==> src/wiwm_pkg.sv <==
// ----------------------------------------------------------------------------
// wiwm_pkg
// Shared types and constants of the wrapped interval window median block.
// ----------------------------------------------------------------------------
package wiwm_pkg;

    localparam int TICK_W = 64;
    localparam int CNT_W  = 5;
    localparam int CFG_W  = 7;

    typedef logic [TICK_W-1:0] tick_t;
    typedef logic [CNT_W-1:0]  cnt_out_t;
    typedef logic [CFG_W-1:0]  cfg_t;

    typedef enum logic [1:0] {
        ST_IDLE,
        ST_LOAD,
        ST_RANK,
        ST_DONE
    } state_t;

    typedef struct packed {
        logic load;
        logic rotate;
    } cell_ctl_t;

    function automatic tick_t mask_from_bits(input cfg_t bits);
        tick_t m;
        m = '0;
        if (bits == '0)
        begin
            m = '0;
        end
        else if (bits >= cfg_t'(TICK_W))
        begin
            m = '1;
        end
        else
        begin
            m = (tick_t'(1) << bits) - tick_t'(1);
        end
        return m;
    endfunction

endpackage

==> src/wiwm_cell.sv <==
// ----------------------------------------------------------------------------
// wiwm_cell
// One window slot: holds a sample, passes it to its neighbor during ranking
// and counts how many held samples fall below and equal to its candidate.
// ----------------------------------------------------------------------------
module wiwm_cell #(
    parameter int WINDOW = 31,
    parameter int IDX    = 0
) (
    input  logic                        clk,
    input  wiwm_pkg::cell_ctl_t         ctl,
    input  logic                        wr_en,
    input  wiwm_pkg::tick_t             wr_data,
    input  wiwm_pkg::tick_t             nbr_smp,
    input  logic [((WINDOW > 1) ? $clog2(WINDOW) : 1)-1:0] nbr_tag,
    input  logic [$clog2(WINDOW+1)-1:0] held,
    input  logic [$clog2(WINDOW+1)-1:0] half,
    output wiwm_pkg::tick_t             smp,
    output logic [((WINDOW > 1) ? $clog2(WINDOW) : 1)-1:0] tag,
    output wiwm_pkg::tick_t             cand,
    output logic                        match
);
    import wiwm_pkg::*;

    localparam int PW = (WINDOW > 1) ? $clog2(WINDOW) : 1;
    localparam int CW = $clog2(WINDOW + 1);

    tick_t         smp_reg, smp_next;
    tick_t         cand_reg, cand_next;
    logic [PW-1:0] tag_reg, tag_next;
    logic [CW-1:0] less_reg, less_next;
    logic [CW-1:0] eq_reg, eq_next;
    logic          pass_vld;
    logic          cand_vld;
    logic [CW:0]   upper;

    assign pass_vld = ({1'b0, tag_reg} < (PW+1)'(held));
    assign cand_vld = (CW'(IDX) < held);
    assign upper    = {1'b0, less_reg} + {1'b0, eq_reg};

    always_comb
    begin
        smp_next  = smp_reg;
        cand_next = cand_reg;
        tag_next  = tag_reg;
        less_next = less_reg;
        eq_next   = eq_reg;
        if (wr_en)
        begin
            smp_next = wr_data;
        end
        else if (ctl.load)
        begin
            cand_next = smp_reg;
            tag_next  = PW'(IDX);
            less_next = '0;
            eq_next   = '0;
        end
        else if (ctl.rotate)
        begin
            smp_next = nbr_smp;
            tag_next = nbr_tag;
            if (pass_vld && (smp_reg < cand_reg))
            begin
                less_next = less_reg + CW'(1);
            end
            if (pass_vld && (smp_reg == cand_reg))
            begin
                eq_next = eq_reg + CW'(1);
            end
        end
    end

    always_ff @(posedge clk)
    begin
        smp_reg  <= smp_next;
        cand_reg <= cand_next;
        tag_reg  <= tag_next;
        less_reg <= less_next;
        eq_reg   <= eq_next;
    end

    assign smp   = smp_reg;
    assign tag   = tag_reg;
    assign cand  = cand_reg;
    assign match = cand_vld && (less_reg <= half) && ({1'b0, half} < upper);

endmodule

==> config.mk <==
export PLATFORM = sky130hd
export DESIGN_NAME = wiwm_cell
export DESIGN_NICKNAME = d
export VERILOG_FILES = /design/src/wiwm_pkg.sv /design/src/wiwm_cell.sv
export SDC_FILE = /design/constraint.sdc
export NUM_CORES = 1
export LEC_CHECK = 0
export BUFFER_PORTS_ARGS = -buffer_cell sky130_fd_sc_hd__buf_2
export CORE_ASPECT_RATIO = 0.6
export CORE_MARGIN = 1.5
export CORE_UTILIZATION = 45
export CTS_CLUSTER_DIAMETER = 80
export DETAILED_ROUTE_END_ITERATION = 6
export PLACE_DENSITY = 0.77
export SYNTH_ARGS = -nofsm -noshare
export SYNTH_HDL_FRONTEND = slang
export SYNTH_SLANG_ARGS = --single-unit
==> constraint.sdc <==
create_clock -name clk -period 3 [get_ports clk]
set_input_delay 0.45 -clock clk [delete_from_list [all_inputs] [get_ports clk]]
set_output_delay 0.45 -clock clk [all_outputs]
set_load 0.1 [all_outputs]
==> reports/results.env, run 1 <==
LAYOUT.FILLER_CELLS=1329
TOTAL_POWER_mW=6.65
HOLD-PATH-CELL-COUNT=2
CRIT_PATH_MAX_FANOUT=2
SYNTHTOPCELLSBYCOUNT='edfxtp_1 (143), ha_1 (84), inv_1 (80)'
YOSYS.AREA.TOP_TYPE='edfxtp_1'
WORST-R2R-CELL-COUNT=8
YS_FF_LATCH=143
NUMBER_OF_ANTENNA_VIOLATIONS_AT_THE_FIRST_CHECK_IN_GLOBAL_ROUTING=0
SYN_INST=544
YOSYS-TOP-CELLS-AREA='edfxtp_1 (58%), ha_1 (14%), mux2_2 (9.8%), inv_1 (4.1%), a21oi_1 (2.0%)'
SETUP-TNS-FINAL_NS=-0.197
CTSLONGESTPATHBUFFERS=2
PORTBUFFERS=280
GRTUSAGETOTAL_PCT=21.3
CRITICAL-PATH-SLOWEST-CELL='fa_1'
PATH_DEPTH=9
SEQUENTIAL_CELL_AREA_FRACTION_IN_THE_YOSYS_REPORT_PCT=58.1
FIRST_GLOBAL_VIAS=5304
DIEAREA_UM2=17200
LEAKAGEPOWER_nW=4.52
CRITICAL_PATH.ENDPOINT_TYPE='primary output'
TIMING.MAX_CAP.VIOLATIONS=0
ANTENNA-DIODE-COUNT=0
TIMING.FINAL.CRIT_PERIOD_NS=3.20
NUMCLOCKSINKS=143
MASTER_CELL_OF_THE_CLOCK_ROOT_BUFFER='clkbuf_16'
AREA.GROWTH.SYNTH_TO_FINAL_PCT=32.9
WL_UM=17900
PRE_CTS_SLACK_NS=0.128
GRT_FIRST_PASS_WIRELENGTH_UM=27600
CP.REQUIRED_NS=2.55
SLOWEST_DELAY_NS=0.41
UNREPAIRED_SETUP_ENDPOINTS_AFTER_GLOBAL_ROUTING='yes'
NUMCTSBUFFERS=17
FMAX_GHz=0.313
TRITONCTS='done'
DP_HPWL_UM=13600
GP_CONGESTION=0.773
TIMING.HOLD.WORST_ENDPOINT='smp[16]'
VDD_IR_DROP_MAX_mV=0.406
POWERDENSITY_nW_PER_UM2=678
SEQUENCE_OF_CELLS_ON_THE_CRITICAL_PATH='ha_2, fa_1, a21o_1, a21oi_1, xor2_1, ha_1, a21oi_1, o311a_2, buf_12'
SYNTH_TOP_FLOP_CELL='edfxtp_1'
CTS-HTREE-LEVELS=4
TIMING.FINAL.MAX_SLEW_VIOLATIONS=0
GR-TOTAL-OVERFLOW=0
FINAL-SETUP-VIOL-COUNT=1
INITIAL_CORE_UTIL_PCT=45.8
YOSYSMOSTFREQUENTCELL='edfxtp_1'
MIN-DELAY-START='nbr_smp[16]'
WORST_PATH_DOMINANT_CELL_FAMILY='adder cells'
MAPPEDNETLISTNETS=776
DRT-INITIAL-DRC-COUNT=201
DESIGN.PORTCOUNT=281
VIOLATIONS='negative setup slack'
ROWS=36
ANTENNA_LEFT=0
CLOCK-SKEW-FINAL_NS=0.0152
POSTSYNTHAREAPERCELL_UM2=13.6
NUMBER_OF_VIAS_AFTER_DETAILED_ROUTING=5310
WORST_SKEW_PAIR.LATE_LATENCY_NS=0.41
WIRE_PER_INST_UM=16.7
SYNTH_EDF_COUNT=143
WORST_PIN_SLEW_NS=0.904
PLACED_AREA_UM2=9190
TIMING.FINAL.HOLD_VIOLATIONS=0
CRIT-REG2REG-LAUNCH='smp[33]'
FINAL.PERIOD_UTILIZATION_PCT=107
TIMING.SLEW.HEADROOM_PCT=39.7
OUTCOME='complete, but fails checks'
UTILIZATION_PCT=60.8
SYN_AREA_UM2=7380
SYNTH_CELL_TYPES=38
TIMING.SETUP.CRITICAL_PATH_CLASS='reg -> out'
TIMING.RR.END='less_reg[3]'
CRITICAL_PATH_ARRIVAL_NS=2.75
CORE_AREA_UM2=16100
DIE_HEIGHT_UM=102
SYNTH_LARGEST_TYPE_AREA_FRACTION_PCT=58.1
YOSYS_WARNINGS=0
DRT_PASS1_ITERATIONS=4
DIEWIDTH_UM=168
DRC=0
TIMING.HOLD.WORST.CLASS='in -> reg'
POST_LAYOUT_WORST_SETUP_MARGIN_NS=-0.197
REGTOREGSETUPSLACK_NS=0.15
DETAIL_ROUTE.VIAS_PER_CELL=4.98
WORSTSETUPSTARTPOINTTYPE='flop'
PIN_COUNT_OF_THE_BIGGEST_NET_ENTERING_GLOBAL_ROUTING=68
FINAL_LAYOUT_SIZE_SUFFIX_GT1_SHARE_PCT=46.6
CELL_REPEATED_MOST_ALONG_THE_WORST_PATH='a21oi_1'
FINAL_NON_FILLER_CELL_AREA_UM2=9810
DESIGN.FINAL.NETS=1078
CP_NUM_BUF_INV=1
SYNTH_ASYNC_SR_FLOP_SHARE_PCT=0
CLOCK_SLEW_AT_THE_REGISTER_CLOCK_PINS_OF_THE_WORST_SETUP_AND_HOLD_PATHS_NS=0.07
[timing repair]
item,in CTS,in global routing
resized for setup,1,0
setup endpoints to repair,1,1
pin swaps,4,0
setup buffers,2,0
hold buffers,0,0
endpoints found under the hold margin,0,0
[routing by layer]
| layer | GRT usage [%] | up-vias | wire length (um) |
|---|---|---|---|
| met4 | 6.18 | 0 | 170 |
| met1 | 27.3 | 2479 | 8200 |
| met3 | 6.86 | 14 | 1370 |
| li1 | - | 2620 | - |
| met5 | 0 | - | 0 |
| met2 | 35.0 | 197 | 8120 |
[area by class of cell]
type	count	area [um^2]	area share (%)
clock buffer	18	429	4.37
clock inverter	13	176	1.80
inverter	80	300	3.06
multi-input combinational	313	2820	28.8
sequential	143	4290	43.8
tap	209	262	2.67
timing repair buffer	291	1530	15.6
[worst max-delay path by stage]
stage | to | from | slack [ns]
after floorplan | match | less_reg[0] | -0.002
after global placement | match | less_reg[0] | 0.11
after detailed placement | match | less_reg[0] | 0.13
after CTS | match | eq_reg[0] | -0.23
after global routing | match | eq_reg[0] | -0.34
final | match | eq_reg[0] | -0.20
[cell usage in the layout, fill, tap and decap left out, types with 2 or more instances in the layout]
master,n
buf_2,278
edfxtp_1,143
ha_1,80
inv_1,76
mux2_2,64
a21oi_1,30
clkbuf_16,17
nand2_1,16
nor2_1,16
nand3_1,16
nand4_1,11
nor2b_1,11
buf_4,10
a21o_1,9
o21ai_0,8
xor2_1,6
inv_6,6
inv_2,4
a211oi_1,4
o21a_1,4
nand2b_1,3
nor4_1,3
or4_1,3
xnor2_1,3
ha_4,3
bufinv_16,3
clkinvlp_4,3
buf_12,3
nand4_2,2
and4_1,2
a2111oi_0,2
[power breakdown]
group	internal [mW]	total, mW	switching [mW]	leakage [nW]
sequential	2.41	2.53	0.123	1.38
clock	1.33	2.21	0.879	0.287
combinational	0.445	1.91	1.47	2.85
total	4.18	6.65	2.47	4.52
[through the flow]
| stage | instances | hold WS (ns) |
|---|---|---|
| final | 1067 | 0.337 |
| after global routing | 1067 | 0.315 |
| after CTS | 1067 | 0.319 |
| after detailed placement | 1034 | 0.469 |
| after global placement | 1034 | 0.464 |
| after floorplan | 544 | 0.583 |
[cells by family (layout without fill, tap and decap cells)]
family | after synthesis | in the layout | share of synthesized area [%]
XOR/XNOR | 9 | 9 | 1.07
AO/OA/AOI/OAI | 69 | 69 | 5.85
multiplexers | 64 | 64 | 9.76
AND/OR/NAND/NOR | 86 | 86 | 6.20
flip-flops | 143 | 143 | 58.1
buffers and inverters | 88 | 402 | 4.47
adder cells (fa/ha/maj) | 85 | 85 | 14.5
[worst reg2reg max path, cell delays in order, from the launching register on]
cell and delay, ns:
edfxtp_1 0.44, ha_1 0.34, a21oi_1 0.15, o21ai_0 0.14, a221oi_1 0.34, buf_4 0.18, nor2_1 0.04, or4_1 0.54
a22oi_2 0.34
Note: power is estimated with default switching activity, not from simulation.
==> inputs of run 2 (changes only) <==
Settings changed: ABC_AREA from default to 1.
==> run 2 against run 1 <==
  * The flow still finishes with violations (negative setup slack)
  * Register-to-register slack better by 0.70 ns
  * Clock skew up 0.00077 ns
  * Hold slack worse by 0.040 ns
  * Synthesized cell count up 40%
  * Setup slack better by 0.16 ns
  * Routed wire length up 10%
  * First-iteration DRC count up 62%
  * Fmax up 5.3%
  * Core utilization up 0.26 points
  * Largest cell class unchanged
  * Largest power group unchanged
==> reports/results.env, run 2 <==
NUMBER_OF_ANTENNA_VIOLATIONS_AT_THE_FIRST_CHECK_IN_GLOBAL_ROUTING=5  # was 0
CLOCK-SKEW-FINAL_NS=0.0160  # was 0.0152 ns
POWERDENSITY_nW_PER_UM2=683  # was 678 nW/um^2
CRIT_PATH_MAX_FANOUT=2  # unchanged
WORST-R2R-CELL-COUNT=7  # was 8
SYNTH_ASYNC_SR_FLOP_SHARE_PCT=0  # unchanged
TIMING.MAX_CAP.VIOLATIONS=0  # unchanged
MAPPEDNETLISTNETS=996  # was 776
DIE_HEIGHT_UM=104  # was 102 um
SYNTH_EDF_COUNT=143  # unchanged
POST_LAYOUT_WORST_SETUP_MARGIN_NS=-0.0356  # was -0.197 ns
ANTENNA_LEFT=0  # unchanged
VDD_IR_DROP_MAX_mV=0.401  # was 0.406 mV
TIMING.FINAL.MAX_SLEW_VIOLATIONS=0  # unchanged
YOSYS-TOP-CELLS-AREA='edfxtp_1 (57%), nand2_1 (14%), ha_1 (14%), inv_1 (5.4%), a21oi_1 (2.1%)'  # was edfxtp_1 (58%), ha_1 (14%), mux2_2 (9.8%), inv_1 (4.1%), a21oi_1 (2.0%)
INITIAL_CORE_UTIL_PCT=46.4  # was 45.8%
DESIGN.FINAL.NETS=1289  # was 1,078
NUMCLOCKSINKS=143  # unchanged
WIRE_PER_INST_UM=15.2  # was 16.7 um
WORST_PIN_SLEW_NS=0.744  # was 0.904 ns
UNREPAIRED_SETUP_ENDPOINTS_AFTER_GLOBAL_ROUTING='yes'  # unchanged
FINAL_COMMON_CELL='nand2_1'  # was buf_2
WORSTSETUPSTARTPOINTTYPE='flop'  # unchanged
CELL_REPEATED_MOST_ALONG_THE_WORST_PATH='nand2_1'  # was a21oi_1
YOSYS_WARNINGS=0  # unchanged
DRT-INITIAL-DRC-COUNT=325  # was 201
CTS-HTREE-LEVELS=4  # unchanged
SETUP-TNS-FINAL_NS=-0.0356  # was -0.197 ns
GP_CONGESTION=0.810  # was 0.773
SEQUENTIAL_CELL_AREA_FRACTION_IN_THE_YOSYS_REPORT_PCT=56.6  # was 58.1%
NUMCTSBUFFERS=17  # unchanged
CRITICAL_PATH_ARRIVAL_NS=2.59  # was 2.75 ns
SYNTH_TOP_FLOP_CELL='edfxtp_1'  # unchanged
NUMBER_OF_VIAS_AFTER_DETAILED_ROUTING=6090  # was 5,310
DIEWIDTH_UM=171  # was 168 um
TIMING.FINAL.CRIT_PERIOD_NS=3.04  # was 3.20 ns
DESIGN.PORTCOUNT=281  # unchanged
DRC=0  # unchanged
PORTBUFFERS=280  # unchanged
YS_FF_LATCH=143  # unchanged
HOLD-PATH-CELL-COUNT=3  # was 2
WORST_SKEW_PAIR.LATE_LATENCY_NS=0.42  # was 0.41 ns
FINAL_LAYOUT_SIZE_SUFFIX_GT1_SHARE_PCT=31.6  # was 46.6%
ROWS=36  # unchanged
MASTER_CELL_OF_THE_CLOCK_ROOT_BUFFER='clkbuf_16'  # unchanged
WORST_SETUP_PATH_STARTPOINT='less_reg[0]'  # was eq_reg[0]
DP_CELLS=1262  # was 1,034
SYNTH_LARGEST_TYPE_AREA_FRACTION_PCT=56.6  # was 58.1%
CP_NUM_BUF_INV=2  # was 1
VIOLATIONS='negative setup slack'  # unchanged
CP.REQUIRED_NS=2.55  # about the same
SLOWEST_DELAY_NS=0.48  # was 0.41 ns
GR-TOTAL-OVERFLOW=0  # unchanged
TIMING.SETUP.CRITICAL_PATH_CLASS='reg -> out'  # unchanged
CTS_HOLD_BUFFERS=0  # unchanged
FINAL-SETUP-VIOL-COUNT=1  # unchanged
CRIT-REG2REG-LAUNCH='smp[15]'  # was smp[33]
SYNTHTOPCELLSBYCOUNT='nand2_1 (284), edfxtp_1 (143), inv_1 (109)'  # was edfxtp_1 (143), ha_1 (84), inv_1 (80)
CORE_AREA_UM2=16400  # was 16,100 um^2
GRT_FIRST_PASS_WIRELENGTH_UM=30600  # was 27,600 um
CRITICAL-PATH-SLOWEST-CELL='fa_1'  # unchanged
SYNTH_CELL_TYPES=28  # was 38
POSTSYNTHAREAPERCELL_UM2=9.92  # was 13.6 um^2
PLACED_AREA_UM2=9290  # was 9190 um^2
DRT_PASS1_ITERATIONS=5  # was 4
SEQUENCE_OF_CELLS_ON_THE_CRITICAL_PATH='ha_2, fa_1, inv_1, ha_1, o21ai_1, nand2_1, nand2_1, a21oi_1, o21ai_1, nand2_1, a21oi_4, buf_12'  # was ha_2, fa_1, a21o_1, a21oi_1, xor2_1, ha_1, a21oi_1, o311a_2, buf_12
YOSYS.AREA.TOP_TYPE='edfxtp_1'  # unchanged
DETAIL_ROUTE.VIAS_PER_CELL=4.69  # was 4.98
AREA.GROWTH.SYNTH_TO_FINAL_PCT=31.8  # was 32.9%
WL_UM=19700  # was 17,900 um
SYN_AREA_UM2=7580  # was 7380 um^2
CRITICAL_PATH.ENDPOINT_TYPE='primary output'  # unchanged
SYN_INST=764  # was 544
UTILIZATION_PCT=61.1  # was 60.8%
FINAL.PERIOD_UTILIZATION_PCT=101  # was 107%
TIMING.FINAL.HOLD_VIOLATIONS=0  # unchanged
TIMING.SLEW.HEADROOM_PCT=50.4  # was 39.7%
TRITONCTS='done'  # unchanged
FIRST_GLOBAL_VIAS=6093  # was 5,304
CTSLONGESTPATHBUFFERS=2  # unchanged
FMAX_GHz=0.329  # was 0.313 GHz
COUNT_OF_PLACED_STANDARD_CELLS_IN_THE_FINAL_LAYOUT_FILLERS_LEFT_OUT=1299  # was 1,067
YOSYSMOSTFREQUENTCELL='nand2_1'  # was edfxtp_1
GRTUSAGETOTAL_PCT=22.7  # was 21.3%
PATH_DEPTH=12  # was 9
CLOCK_SLEW_AT_THE_REGISTER_CLOCK_PINS_OF_THE_WORST_SETUP_AND_HOLD_PATHS_NS=0.07  # about the same
FINAL_NON_FILLER_CELL_AREA_UM2=9990  # was 9810 um^2
DP_HPWL_UM=14800  # was 13,600 um
WORST_PATH_DOMINANT_CELL_FAMILY='adder cells'  # unchanged
OUTCOME='complete, but fails checks'  # unchanged
DIEAREA_UM2=17700  # was 17,200 um^2
TIMING.HOLD.WORST.CLASS='in -> reg'  # unchanged
LEAKAGEPOWER_nW=5.11  # was 4.52 nW
MOSTFREQUENTLAYOUTCELLS='nand2_1 (283), buf_2 (279), edfxtp_1 (143)'  # was buf_2 (278), edfxtp_1 (143), ha_1 (80)
MIN-DELAY-START='nbr_smp[51]'  # was nbr_smp[16]
PIN_COUNT_OF_THE_BIGGEST_NET_ENTERING_GLOBAL_ROUTING=65  # was 68
==> run 2: changes by cell type after synthesis, sizes merged, moves of 4 or more <==
| cell | change |
|---|---|
| nand2 | +268 |
| nand3 | -4 |
| nand4 | -5 |
| buf | +10 |
| nor2b | -11 |
| mux2 | -64 |
| a211oi | -4 |
| inv | +34 |
| a21o | -7 |
| nor2 | +25 |
| nor3 | +5 |
==> run 2: where the power goes <==
part / internal [mW] / switching [mW] / leakage [nW]
Sequential: 2.41 / 0.124 / 1.39
Combinational: 0.399 / 1.55 / 3.40
Clock: 1.49 / 0.854 / 0.315
Total: 4.30 / 2.53 / 5.11
==> run 2: through the flow <==
stage / total power [mW] / worst slack (ns) / hold WS (ns)
floorplan: 4.08 / 0.120 / 0.583
global placement: 4.48 / 0.272 / 0.455
detailed placement: 4.52 / 0.231 / 0.469
CTS: 6.88 / -0.0609 / 0.280
global route: 7.09 / -0.254 / 0.292
finish: 6.83 / -0.0356 / 0.298
==> run 2: repair_timing <==
item / 4_1_cts / 5_1_grt
gates resized for setup: 3 / 0
pin swaps: 1 / 0
gates cloned: 0 / 0
buffers inserted: 4 / 0
endpoints found under the setup margin: 1 / 1
==> run 2: tightest hold or removal path: cells and delay by family <==
kind | cells | cell delay (ns)
buf+inv | 1 | 0.08
simple gates | 2 | 0.08
==> run 2: layout make-up <==
class | count | area [um^2]
inverters | 115 | 432
repair buffers | 289 | 1500
multi-input cells | 491 | 2820
fillers | 1445 | 6360
well taps | 228 | 285
flip-flops and latches | 143 | 4290
diodes | 2 | 5.00
clock buffers | 17 | 425
clock inverters | 14 | 228
==> run 2: cell families after synthesis <==
family,after synthesis,share of synthesized area (%)
simple gates,353,18.5
flops,143,56.6
buf+inv,130,6.65
fa+ha+maj,85,14.1
compound gates,47,3.38
xor+xnor,6,0.693
==> run 2: path summary, 6_finish.rpt <==
| kind | slack [ns] | to |
|---|---|---|
| max | -0.04 | match |
| min | 0.30 | smp[51] |
| max reg2reg | 0.85 | eq_reg[0] |
| min reg2reg | 0.48 | cand[0] |
==> run 2: metal layers <==
layer	share of wire, %	wire length, um	track usage [%]	vias to the layer above
met5	0.23	46	0	-
met4	0.70	139	4.30	6
met3	9.0	1780	8.14	17
met2	45	8820	36.4	211
met1	45	8940	29.7	2766
li1	-	-	-	3090
==> inputs of run 3 (changes only) <==
Settings changed: PLACE_DENSITY 0.77 to default, PLACE_DENSITY_LB_ADDON from default to 0.3.
==> run 3 against run 2 <==
  * The run still ends with negative setup slack left
  * Final cell count did not move
  * Hold slack lost 0.0074 ns
  * Critical path depth decreased by 2
  * Sequential share of layout area is 0.17 points higher
  * Non-clock buffer count rose by 1
  * Clock power down 9.0%
  * Fmax down 1.3%
==> reports/results.env, run 3 (synthesis gave the netlist of run 2 again) <==
WORST_SETUP_PATH_STARTPOINT='eq_reg[0]'  # was less_reg[0]
FINAL_NON_FILLER_CELL_AREA_UM2=9950  # was 9990 um^2
TIMING.SLEW.HEADROOM_PCT=50.0  # was 50.4%
TIMING.FINAL.CRIT_PERIOD_NS=3.08  # was 3.04 ns
DIEWIDTH_UM=171  # unchanged
DRT-INITIAL-DRC-COUNT=349  # was 325
FINAL_LAYOUT_SIZE_SUFFIX_GT1_SHARE_PCT=32.0  # was 31.6%
PRE_CTS_SLACK_NS=0.229  # was 0.231 ns
DESIGN.FINAL.NETS=1290  # was 1,289
CLOCK-SKEW-FINAL_NS=0.0162  # was 0.0160 ns
FIRST_GLOBAL_VIAS=6061  # was 6,093
ANTENNA_LEFT=0  # unchanged
WORST_PATH_DOMINANT_CELL_FAMILY='adder cells'  # unchanged
WIRE_PER_INST_UM=15.0  # was 15.2 um
TIMING.FINAL.HOLD_VIOLATIONS=0  # unchanged
AREA.GROWTH.SYNTH_TO_FINAL_PCT=31.2  # was 31.8%
TRITONCTS='done'  # unchanged
DIEAREA_UM2=17700  # unchanged
WORST_SKEW_PAIR.LATE_LATENCY_NS=0.42  # about the same
CRIT-REG2REG-LAUNCH='smp[46]'  # was smp[15]
FMAX_GHz=0.325  # was 0.329 GHz
NUMBER_OF_VIAS_AFTER_DETAILED_ROUTING=6060  # was 6,090
SEQUENCE_OF_CELLS_ON_THE_CRITICAL_PATH='ha_2, fa_1, xnor2_1, ha_1, nand2_1, a21oi_1, o21ai_1, nand2_1, a21oi_4, buf_12'  # was ha_2, fa_1, inv_1, ha_1, o21ai_1, nand2_1, nand2_1, a21oi_1, o21ai_1, nand2_1, a21oi_4, buf_12
POST_LAYOUT_WORST_SETUP_MARGIN_NS=-0.0767  # was -0.0356 ns
INITIAL_CORE_UTIL_PCT=46.4  # unchanged
PORTBUFFERS=280  # unchanged
GP_CONGESTION=0.819  # was 0.810
TIMING.MAX_CAP.VIOLATIONS=0  # unchanged
CRITICAL-PATH-SLOWEST-CELL='edfxtp_1'  # was fa_1
NUMCTSBUFFERS=17  # unchanged
DRC=0  # unchanged
GR-TOTAL-OVERFLOW=0  # unchanged
CTS_HOLD_BUFFERS=0  # unchanged
DETAIL_ROUTE.VIAS_PER_CELL=4.67  # was 4.69
TIMING.SETUP.CRITICAL_PATH_CLASS='reg -> out'  # unchanged
CRITICAL_PATH.ENDPOINT_TYPE='primary output'  # unchanged
CLOCK_SLEW_AT_THE_REGISTER_CLOCK_PINS_OF_THE_WORST_SETUP_AND_HOLD_PATHS_NS=0.07  # about the same
POWERDENSITY_nW_PER_UM2=665  # was 683 nW/um^2
DP_HPWL_UM=14600  # was 14,800 um
CRIT_PATH_MAX_FANOUT=2  # unchanged
FINAL_COMMON_CELL='nand2_1'  # unchanged
DRT_PASS1_ITERATIONS=5  # unchanged
WL_UM=19500  # was 19,700 um
PLACED_AREA_UM2=9290  # unchanged
CTSLONGESTPATHBUFFERS=2  # unchanged
VDD_IR_DROP_MAX_mV=0.364  # was 0.401 mV
DP_CELLS=1262  # unchanged
OUTCOME='complete, but fails checks'  # unchanged
MASTER_CELL_OF_THE_CLOCK_ROOT_BUFFER='clkbuf_16'  # unchanged
FINAL-SETUP-VIOL-COUNT=1  # unchanged
NUMCLOCKSINKS=143  # unchanged
ANTENNA-DIODE-COUNT=0  # was 2
CP.REQUIRED_NS=2.55  # about the same
MIN-DELAY-START='nbr_smp[46]'  # was nbr_smp[51]
CELL_REPEATED_MOST_ALONG_THE_WORST_PATH='nand2_1'  # unchanged
CTS-HTREE-LEVELS=4  # unchanged
MOSTFREQUENTLAYOUTCELLS='nand2_1 (283), buf_2 (279), edfxtp_1 (143)'  # unchanged
UNREPAIRED_SETUP_ENDPOINTS_AFTER_GLOBAL_ROUTING='yes'  # unchanged
COUNT_OF_PLACED_STANDARD_CELLS_IN_THE_FINAL_LAYOUT_FILLERS_LEFT_OUT=1299  # unchanged
WORST_PIN_SLEW_NS=0.751  # was 0.744 ns
WORSTSETUPSTARTPOINTTYPE='flop'  # unchanged
FINAL.PERIOD_UTILIZATION_PCT=103  # was 101%
SLOWEST_DELAY_NS=0.42  # was 0.48 ns
GRTUSAGETOTAL_PCT=22.3  # was 22.7%
DESIGN.PORTCOUNT=281  # unchanged
LEAKAGEPOWER_nW=5.08  # was 5.11 nW
CRITICAL_PATH_ARRIVAL_NS=2.63  # was 2.59 ns
PIN_COUNT_OF_THE_BIGGEST_NET_ENTERING_GLOBAL_ROUTING=65  # unchanged
TIMING.HOLD.WORST.CLASS='in -> reg'  # unchanged
SETUP-TNS-FINAL_NS=-0.0767  # was -0.0356 ns
TIMING.FINAL.MAX_SLEW_VIOLATIONS=0  # unchanged
DIE_HEIGHT_UM=104  # unchanged
GRT_FIRST_PASS_WIRELENGTH_UM=30300  # was 30,600 um
CP_NUM_BUF_INV=1  # was 2
ROWS=36  # unchanged
NUMBER_OF_ANTENNA_VIOLATIONS_AT_THE_FIRST_CHECK_IN_GLOBAL_ROUTING=2  # was 5
CORE_AREA_UM2=16400  # unchanged
VIOLATIONS='negative setup slack'  # unchanged
[run 3: repair_timing]
item,CTS,global route
pin swaps,1,4
buffers inserted,3,2
setup endpoints to repair,1,1
gates resized for setup,2,4
[run 3: final timing paths]
check | slack (ns) | to | cells past startpoint
min reg2reg | 0.48 | cand[63] | 0
min | 0.29 | smp[46] | 3
max reg2reg | 0.87 | eq_reg[1] | 7
max | -0.08 | match | 10
[run 3: where the power goes]
| part | leakage [nW] | internal, mW | switching, mW |
|---|---|---|---|
| Clock | 0.289 | 1.19 | 0.938 |
| Sequential | 1.39 | 2.41 | 0.124 |
| Combinational | 3.41 | 0.405 | 1.55 |
[run 3: area by class of cell]
cell class	count	area, um^2
repair buffers	290	1500
clock buffers	17	425
flip-flops and latches	143	4290
well taps	228	285
multi-input cells	491	2840
clock inverters	15	169
fillers	1429	6400
inverters	115	432
[run 3: stage by stage]
stage	util, %	total power, mW	hold slack (ns)
2_1_floorplan	-	4.08	0.583
3_3_place_gp	56.8	4.48	0.462
3_5_place_dp	56.8	4.52	0.471
4_1_cts	60.6	6.66	0.275
5_1_grt	60.9	6.90	0.287
6_report	60.9	6.62	0.290
[run 3: worst reg2reg max path, cell delays in order (launching register included)]
cell      delay (ns)
edfxtp_1        0.45
ha_1            0.34
nand4_1         0.14
nor2_2          0.17
nand3_2         0.11
nor3b_2         0.23
nand2_1         0.10
o21ai_2         0.25
[run 3: layer usage]
| layer | GRT usage [%] | part of all wire [%] | vias to the layer above |
|---|---|---|---|
| li1 | - | - | 3089 |
| met1 | 28.7 | 46 | 2749 |
| met2 | 36.4 | 45 | 201 |
| met3 | 7.37 | 8.0 | 19 |
| met4 | 5.44 | 1.0 | 2 |
| met5 | 0 | 0.062 | - |
